<file path="src/hw/rtl/rcop_pkg.sv">
// shared types, codes and constants of the reference-counted object pool
`timescale 1ns / 1ps

package rcop_pkg;

  localparam int POOL_SLOTS_DEF = 256;
  localparam int COUNT_W        = 32;
  localparam int LINK_W         = 9;
  localparam int IDX_W          = 8;
  localparam int CHUNK_W        = 16;
  localparam int CHUNK_POS_W    = $clog2(CHUNK_W);

  localparam logic [LINK_W-1:0]  NO_PARENT = LINK_W'(256);
  localparam logic [COUNT_W-1:0] COUNT_MAX = '1;

  typedef enum logic [1:0] {
    OP_CREATE = 2'd0,
    OP_GET    = 2'd1,
    OP_PUT    = 2'd2,
    OP_NONE   = 2'd3
  } op_t;

  typedef enum logic [1:0] {
    ST_OK         = 2'd0,
    ST_EXHAUSTED  = 2'd1,
    ST_NOT_ACTIVE = 2'd2
  } status_t;

  typedef enum logic [3:0] {
    S_CLEAR,
    S_IDLE,
    S_SEARCH,
    S_CREATE_WR,
    S_PAR_RD,
    S_PAR_UPD,
    S_TGT_RD,
    S_TGT_EVAL,
    S_FINISH
  } state_t;

  // one slot of the pool
  typedef struct packed {
    logic               active;
    logic [COUNT_W-1:0] count;
    logic [LINK_W-1:0]  link;
  } slot_rec_t;

  // controller to datapath
  typedef struct packed {
    logic clear_step;
    logic load;
    logic search_step;
    logic create_write;
    logic read_par;
    logic raise_par;
    logic read_cur;
    logic eval_step;
    logic emit;
  } ctrl_cmd_t;

  // datapath to controller
  typedef struct packed {
    logic clear_last;
    op_t  in_op;
    logic in_obj_ok;
    logic search_hit;
    logic search_last;
    logic eval_more;
    logic out_free;
  } dp_stat_t;

endpackage

</file>
<file path="src/hw/rtl/rcop_ctrl.sv">
// sequencing state machine of the object pool
`timescale 1ns / 1ps

module rcop_ctrl import rcop_pkg::*; (
  input  logic       clk,
  input  logic       rst,
  input  logic       in_valid,
  output logic       in_stall,
  input  dp_stat_t   st,
  output ctrl_cmd_t  cmd
);

  state_t state, state_next;

  always_ff @(posedge clk) begin
    if (rst) begin
      state <= S_CLEAR;
    end else begin
      state <= state_next;
    end
  end

  always_comb begin
    state_next = state;
    case (state)
      S_CLEAR: begin
        if (st.clear_last) state_next = S_IDLE;
      end
      S_IDLE: begin
        if (in_valid) begin
          case (st.in_op)
            OP_CREATE: state_next = S_SEARCH;
            OP_GET, OP_PUT: state_next = st.in_obj_ok ? S_TGT_RD : S_FINISH;
            default: state_next = S_FINISH;
          endcase
        end
      end
      S_SEARCH: begin
        if (st.search_hit) state_next = S_CREATE_WR;
        else if (st.search_last) state_next = S_FINISH;
      end
      S_CREATE_WR: state_next = S_PAR_RD;
      S_PAR_RD:    state_next = S_PAR_UPD;
      S_PAR_UPD:   state_next = S_FINISH;
      S_TGT_RD:    state_next = S_TGT_EVAL;
      S_TGT_EVAL:  state_next = st.eval_more ? S_TGT_RD : S_FINISH;
      S_FINISH: begin
        if (st.out_free) state_next = S_IDLE;
      end
      default: state_next = S_CLEAR;
    endcase
  end

  always_comb begin
    cmd      = '0;
    in_stall = 1'b1;
    case (state)
      S_CLEAR:     cmd.clear_step = 1'b1;
      S_IDLE: begin
        in_stall = 1'b0;
        cmd.load = in_valid;
      end
      S_SEARCH:    cmd.search_step  = 1'b1;
      S_CREATE_WR: cmd.create_write = 1'b1;
      S_PAR_RD:    cmd.read_par     = 1'b1;
      S_PAR_UPD:   cmd.raise_par    = 1'b1;
      S_TGT_RD:    cmd.read_cur     = 1'b1;
      S_TGT_EVAL:  cmd.eval_step    = 1'b1;
      S_FINISH:    cmd.emit         = st.out_free;
      default:     cmd = '0;
    endcase
  end

endmodule

</file>
<file path="config.mk">
export PLATFORM = sky130hd
export DESIGN_NAME = rcop_ctrl
export DESIGN_NICKNAME = d
export VERILOG_FILES = /design/src/hw/rtl/rcop_pkg.sv /design/src/hw/rtl/rcop_ctrl.sv
export SDC_FILE = /design/constraint.sdc
export NUM_CORES = 1
export LEC_CHECK = 0
export BUFFER_PORTS_ARGS = -buffer_cell sky130_fd_sc_hd__buf_2
export CELL_PAD_IN_SITES_DETAIL_PLACEMENT = 2
export CELL_PAD_IN_SITES_GLOBAL_PLACEMENT = 2
export CORE_UTILIZATION = 21
export CTS_CLUSTER_DIAMETER = 50
export CTS_CLUSTER_SIZE = 25
export DETAILED_ROUTE_END_ITERATION = 10
export PLACE_DENSITY = 0.83
export SYNTH_ARGS = -nofsm -noshare
export SYNTH_HDL_FRONTEND = slang
export SYNTH_SLANG_ARGS = --single-unit
export TNS_END_PERCENT = 30
</file>
<file path="constraint.sdc">
create_clock -name clk -period 1.9 [get_ports clk]
set_input_delay 0 -clock clk [delete_from_list [all_inputs] [get_ports clk]]
set_output_delay 0 -clock clk [all_outputs]
set_load 0.02 [all_outputs]
</file>
==> results.sh, run 1 <==
export IMPL_status="finished clean"
export IMPL_synth_common_cells="6 x nand2_1, 6 x nor2_1, 5 x inv_1"
export IMPL_hold_path_class="primary input to register"
export IMPL_finish_instance_area_um2=595.6
export IMPL_antenna_found_initial=0
export IMPL_globalplace_congestion=0.7125
export IMPL_vdd_drop_max_uv=328.1
export IMPL_crit_required_ns=1.90
export IMPL_p_clk_frac=0.234
export IMPL_grt_setup_unrepaired="no"
export IMPL_port_buffers=20
export IMPL_relSlewSlack=0.7342
export IMPL_yosysTopAreaCell="dfxtp_1"
export IMPL_place_area_um2=553.0
export IMPL_powerDensity_mw_per_mm2=810.0
export IMPL_antenna_cells=0
export IMPL_synth_compound_area_frac=0.2700
export IMPL_worst_pin_slew_ns=0.3982
export IMPL_clock_skew_ns=0.01030
export IMPL_synth_xor_area_frac=0
export IMPL_synth_area_um2=421.7
export IMPL_overflow=0
export IMPL_slew_viol_final=0
export IMPL_synth_top_family_by_area="simple AND/OR/NAND/NOR gates"
export IMPL_synth_warnings=0
export IMPL_postCtsResizedCells=0
export IMPL_fp_dieH_um=46.81
export IMPL_cap_violations=0
export IMPL_synth_nets=72
export IMPL_endpoint_kind="output pin"
export IMPL_ys_types=27
export IMPL_synthSimpleGateAreaFrac=0.3561
export IMPL_rr_endpoint="state[1]"
export IMPL_endpoint="cmd[7]"
export IMPL_wl_per_cell_um=13.75
export IMPL_drtIter0Drc=2
export IMPL_r2r_cells=4
export IMPL_final_setup_viol_count=0
export IMPL_synth_yosys_seq_area_share=0.1899
export IMPL_num_rows=15
export IMPL_drc=0
export IMPL_path_buf_inv=1
export IMPL_path_depth=3
export IMPL_dieArea_mm2=0.002191
export IMPL_grt_max_degree=15
export IMPL_async_flop_share=0
export IMPL_vias=521
export IMPL_ys_top_cells_by_area="dfxtp_1 19%, o32ai_1 6.2%, ha_1 5.9%, nand2b_1 5.9%, nand2_1 5.3%"
export IMPL_fin_crit_sh=0.8941
export IMPL_clock_latency_ns=0.25
export IMPL_p_int_w=0.0002702
export IMPL_post_route_min_period_ns=1.699
export IMPL_reg2reg_slack_ns=0.24
export IMPL_synth_seq_cells=4
export IMPL_die_w_um=46.81
export IMPL_swShare=0.4400
export IMPL_synth_top_area_frac=0.1899
export IMPL_crit_type="register to output pin"
export IMPL_hold_viol_final=0
export IMPL_cp_slowest_cell="or4b_1"
export IMPL_max_flop_register="state"
export IMPL_dp_hpwl_um=1160
export IMPL_clkSlewWorstSetupHoldPaths_ns=0.04
export IMPL_switchingPower_w=0.0002122
export IMPL_critPathTopFamily="simple AND/OR/NAND/NOR gates"
export IMPL_fin_tns_setup_ns=0
export IMPL_synth_mux_area_frac=0.02671
export IMPL_areaGrowthSynthToFinish_pct=41.25
export IMPL_clock_sinks=4
export IMPL_core_mm2=0.001802
export IMPL_r2r_start="state[0]"
export IMPL_ant_nets=0
export IMPL_cp_max_fo=13
export IMPL_cts_buffers_inserted=3
export IMPL_comb_power_share=0.487
export IMPL_leakage_nw=0.2689
export IMPL_hold_buffers=2
export IMPL_path_cells="or4b_1, nor2_1, buf_2"
export IMPL_post_cts_buffers=0
export IMPL_first_global_vias=511
export IMPL_max_freq_mhz=588.6
export IMPL_synth_edf_count=0
export IMPL_largest_register_ffs=4
export IMPL_grt_first_pass_wirelength_um=2346
export IMPL_viasPerCell=4.869
export IMPL_clockBufferDepth=2
export IMPL_top_regs="state (4)"
export IMPL_dr_pass1_iters=2
export IMPL_start_kind="register"
export IMPL_synthAdderAreaFrac=0.05935
export IMPL_yosys_most_used_dff="dfxtp_1"
export IMPL_ioPinCount=21
export IMPL_fin_nets=97
export IMPL_fill_cells=246
export IMPL_wl_um=1471
export IMPL_cts_tree="yes"
export IMPL_initial_utilization=0.2340
export IMPL_seqPwrFrac=0.279
export IMPL_htreeDepth=1
export IMPL_avgSynthCellArea_um2=7.147
export IMPL_finalPower_w=0.0004824
export IMPL_cp_arrival_ns=1.70
export IMPL_critPathLaunch="state[0]"
export IMPL_grt_usage=0.1563
export IMPL_syn_inst=59
export IMPL_max_stage_delay_ns=0.61
export IMPL_cts_root_buf="clkbuf_4"
export IMPL_drive_above_1_share=0.3537
## final cells by class
| cell class | count | area [um^2] | share of cell area |
|---|---|---|---|
| repair buffers | 25 | 142.6 | 0.2395 |
| clock buffers | 3 | 22.52 | 0.03782 |
| multi-input cells | 45 | 300.3 | 0.5042 |
| inverters | 5 | 18.77 | 0.03151 |
| well taps | 25 | 31.28 | 0.05252 |
| flip-flops and latches | 4 | 80.08 | 0.1345 |
## routing by layer
metal,global-route usage,vias up,routed length (um)
li1,-,258,-
met1,0.1759,244,638
met2,0.2778,17,745
met3,0.03846,2,63
met4,0.06857,0,24
met5,0,-,0
## per-stage QoR
step	instances	setup WS [ns]	util	hold WS, ns
after floorplan	59	0.4989	-	0.1130
after global placement	102	0.3389	0.3069	0.2317
after detailed placement	102	0.2532	0.3069	0.2393
after CTS	107	0.1978	0.3306	0.01826
after global routing	107	0.1068	0.3306	0.03369
final	107	0.2011	0.3306	0.01346
## worst min path at each step
| stage | from | to | slack (ns) | cells after the start |
|---|---|---|---|---|
| after floorplan | rst | state[1] | 0.11 | 1 |
| after global routing | rst | state[1] | 0.03 | 2 |
| after CTS | rst | state[1] | 0.02 | 2 |
| after detailed placement | st[0] | state[3] | 0.24 | 2 |
| after global placement | st[0] | state[3] | 0.23 | 2 |
| final | rst | state[1] | 0.01 | 2 |
## placed cells by master, fill, tap and decap left out, drive strengths merged, types with 2 or more instances in the layout
cell type and instances:
a211oi 2, a31oi 2, buf 23, clkbuf 3
dfxtp 4, dlygate4sd3 2, ha 2, inv 5
nand2 6, nand2b 4, nor2 6, nor3 4
o21ai 2, o22ai 2, o32ai 3, or4b 2
## power by group through the flow
stage / clock [W] / sequential (W) / combinational (W)
4_1_cts: 0.000115 / 0.000133 / 0.000237
3_3_place_gp: 0 / 0.000132 / 0.000223
3_5_place_dp: 0 / 0.000135 / 0.000233
6_report: 0.000113 / 0.000134 / 0.000235
5_1_grt: 0.000122 / 0.000140 / 0.000257
2_1_floorplan: 0 / 0.000107 / 0.000189
## worst register-to-register path, stage by stage (launching register included)
cell and delay, ns:
dfxtp_1 0.55, or4b_1 0.61, a211oi_2 0.25, a31oi_1 0.07
o22ai_2 0.12
## logic make-up after synthesis
| kind of cell | count (synthesis) |
|---|---|
| buffers and inverters | 10 |
| and+or+nand+nor | 28 |
| DFF | 4 |
| AOI/OAI and AO/OA | 14 |
| muxes | 1 |
| adders and majority gates | 2 |
Note: power is estimated with default switching activity, not from simulation.
==> inputs of run 2 (changes only) <==
--- a/config.mk
+++ b/config.mk
@@ -5,14 +5,15 @@
 export SDC_FILE = /design/constraint.sdc
 export NUM_CORES = 1
 export LEC_CHECK = 0
+export ABC_AREA = 1
 export BUFFER_PORTS_ARGS = -buffer_cell sky130_fd_sc_hd__buf_2
 export CELL_PAD_IN_SITES_DETAIL_PLACEMENT = 2
 export CELL_PAD_IN_SITES_GLOBAL_PLACEMENT = 2
-export CORE_UTILIZATION = 21
+export CORE_UTILIZATION = 19
 export CTS_CLUSTER_DIAMETER = 50
 export CTS_CLUSTER_SIZE = 25
 export DETAILED_ROUTE_END_ITERATION = 10
-export PLACE_DENSITY = 0.83
+export PLACE_DENSITY = 0.82
 export SYNTH_ARGS = -nofsm -noshare
 export SYNTH_HDL_FRONTEND = slang
 export SYNTH_SLANG_ARGS = --single-unit
==> results.sh, run 2 <==
export IMPL_syn_inst=70
export IMPL_grt_setup_unrepaired="no"
export IMPL_final_seq_area_um2=80.08
export IMPL_r2r_start="state[1]"
export IMPL_synth_seq_cells=4
export IMPL_clkSlewWorstSetupHoldPaths_ns=0.04
export IMPL_drive_above_1_share=0.3511
export IMPL_multi_input_area_um2=274.0
export IMPL_critPathLaunch="state[0]"
export IMPL_clock_latency_ns=0.24
export IMPL_largest_register_ffs=4
export IMPL_dr_pass1_iters=4
export IMPL_final_setup_viol_count=0
export IMPL_status="finished clean"
export IMPL_max_freq_mhz=725.2
export IMPL_synth_most_common_cell="nand2_1"
export IMPL_crit_required_ns=1.90
export IMPL_clock_skew_ns=0.001877
export IMPL_cts_root_buf="clkbuf_4"
export IMPL_hold_start="st[2]"
export IMPL_dieArea_mm2=0.002329
export IMPL_hold_viol_final=0
export IMPL_areaGrowthSynthToFinish_pct=40.92
export IMPL_avgSynthCellArea_um2=5.809
export IMPL_min_to="state[1]"
export IMPL_drc=0
export IMPL_relSlewSlack=0.8148
export IMPL_cp_max_fo=6
export IMPL_endpoint_kind="output pin"
export IMPL_fin_crit_sh=0.7258
export IMPL_worst_pin_slew_ns=0.2767
export IMPL_drtIter0Drc=7
export IMPL_overflow=0
export IMPL_synth_nets=83
export IMPL_die_w_um=48.26
export IMPL_max_flop_register="state"
export IMPL_ys_top_cells_by_area="dfxtp_1 20%, nand2_1 12%, inv_1 10%, nor2_1 10%, nand3_1 9.8%"
export IMPL_cts_tree="yes"
export IMPL_dp_hpwl_um=1245
export IMPL_clock_sinks=4
export IMPL_viasPerCell=4.512
export IMPL_ys_types=17
export IMPL_slew_viol_final=0
export IMPL_htreeDepth=1
export IMPL_post_cts_buffers=0
export IMPL_postCtsResizedCells=0
export IMPL_vdd_drop_max_uv=309.5
export IMPL_ant_nets=0
export IMPL_fp_dieH_um=48.26
export IMPL_synth_warnings=0
export IMPL_top_regs="state (4)"
export IMPL_async_flop_share=0
export IMPL_yosysTopAreaCell="dfxtp_1"
export IMPL_core_mm2=0.001982
export IMPL_hold_path_class="primary input to register"
export IMPL_grt_max_degree=7
export IMPL_start_kind="register"
export IMPL_num_rows=16
export IMPL_globalplace_congestion=0.7450
export IMPL_yosys_most_used_dff="dfxtp_1"
export IMPL_cp_arrival_ns=1.38
export IMPL_crit_type="register to output pin"
export IMPL_synth_common_cells="13 x nand2_1, 11 x inv_1, 11 x nor2_1"
export IMPL_cp_slowest_cell="dfxtp_1"
export IMPL_grt_usage=0.1543
export IMPL_finish_instance_area_um2=573.1
export IMPL_grt_first_pass_wirelength_um=2359
export IMPL_placed_cells=117
export IMPL_max_stage_delay_ns=0.35
export IMPL_leakage_nw=0.3171
export IMPL_fill_cells=261
export IMPL_wl_per_cell_um=12.24
export IMPL_port_buffers=20
export IMPL_final_cell_mix="20 x buf_2, 13 x nand2_1, 11 x inv_1, 11 x nor2_1, 8 x nand3_1"
export IMPL_ioPinCount=21
export IMPL_cts_buffers_inserted=3
export IMPL_cap_violations=0
export IMPL_reg2reg_slack_ns=0.58
export IMPL_final_cells=121
export IMPL_synth_edf_count=0
export IMPL_fin_nets=109
export IMPL_powerDensity_mw_per_mm2=887.4
export IMPL_fin_tns_setup_ns=0
export IMPL_hold_path_depth=4
export IMPL_place_area_um2=540.5
export IMPL_antenna_cells=0
export IMPL_synth_area_um2=406.6
export IMPL_path_cells="nor2_1, nand2_1, nor3b_1, buf_2"
export IMPL_clockBufferDepth=2
export IMPL_final_common_cell="buf_2"
export IMPL_post_route_min_period_ns=1.379
export IMPL_initial_utilization=0.2052
export IMPL_antenna_found_initial=0
export IMPL_r2r_cells=8
export IMPL_rr_endpoint="state[0]"
export IMPL_wl_um=1481
export IMPL_synth_top_area_frac=0.1969
export IMPL_first_global_vias=547
export IMPL_vias=546
export IMPL_synth_yosys_seq_area_share=0.1969
[run 2: cell types whose count changed in the layout (fill, tap and decap cells not counted), moves of 5 or more]
cell / change
inv_1: +6
nor2_1: +5
nand2_1: +7
nand3_1: +8
[run 2: layout make-up]
type                       count  share of cell area
timing repair buffer          21              0.1921
clock buffer                   3             0.03930
multi-input combinational     52              0.4782
tap                           27             0.05895
inverter                      14             0.09170
sequential                     4              0.1397
[run 2: power by group]
| part | internal, W | switching (W) | total [W] |
|---|---|---|---|
| logic | 0.0000893 | 0.000192 | 0.000282 |
| clock network | 0.0000707 | 0.0000360 | 0.000107 |
| registers | 0.0000989 | 0.0000213 | 0.000120 |
[run 2: through the flow]
step                hold slack [ns]   power, W  utilization  worst slack (ns)
global placement             0.2158  0.0003874       0.2727            0.6654
CTS                         0.06936  0.0005227       0.2891            0.5007
global route                 0.1195  0.0005555       0.2891            0.4034
finish                      0.08459  0.0005085       0.2891            0.5210
floorplan                   0.06907  0.0003112            -            0.7109
detailed placement           0.2195  0.0004018       0.2727            0.5805
[run 2: worst max-delay path by stage]
| stage | cells after the start | to | slack (ns) |
|---|---|---|---|
| floorplan | 7 | state[2] | 0.71 |
| global placement | 8 | state[0] | 0.67 |
| detailed placement | 8 | state[0] | 0.58 |
| CTS | 6 | cmd[7] | 0.50 |
| global route | 4 | cmd[0] | 0.40 |
| finish | 4 | cmd[0] | 0.52 |
[run 2: logic make-up (layout without fill, tap and decap cells)]
group           after synthesis  in the layout  share of synthesized area
buf+inv                      14             38                     0.1292
compound gates                5              5                    0.06770
flops                         4              4                     0.1969
simple gates                 45             45                     0.5446
fa+ha+maj                     2              2                    0.06153
[run 2: timing repair]
action / in CTS / in global routing
hold endpoints to repair: 4 / 0
setup endpoints to repair: 0 / 0
hold buffers: 1 / 0
[run 2: critical path: cells and delay by family, from the launching register on]
kind                   cells  cell delay [ns]
AND/OR/NAND/NOR            3             0.60
buffers and inverters      1             0.19
flip-flops                 1             0.35
[run 2: per-layer routing]
layer	vias up	part of all wire	GRT usage	wire length [um]
met2	19	0.51	0.2640	752
li1	271	-	-	-
met4	0	0.023	0.08333	34
met3	4	0.044	0.03333	65
met1	252	0.42	0.1774	629
met5	-	0	0	0
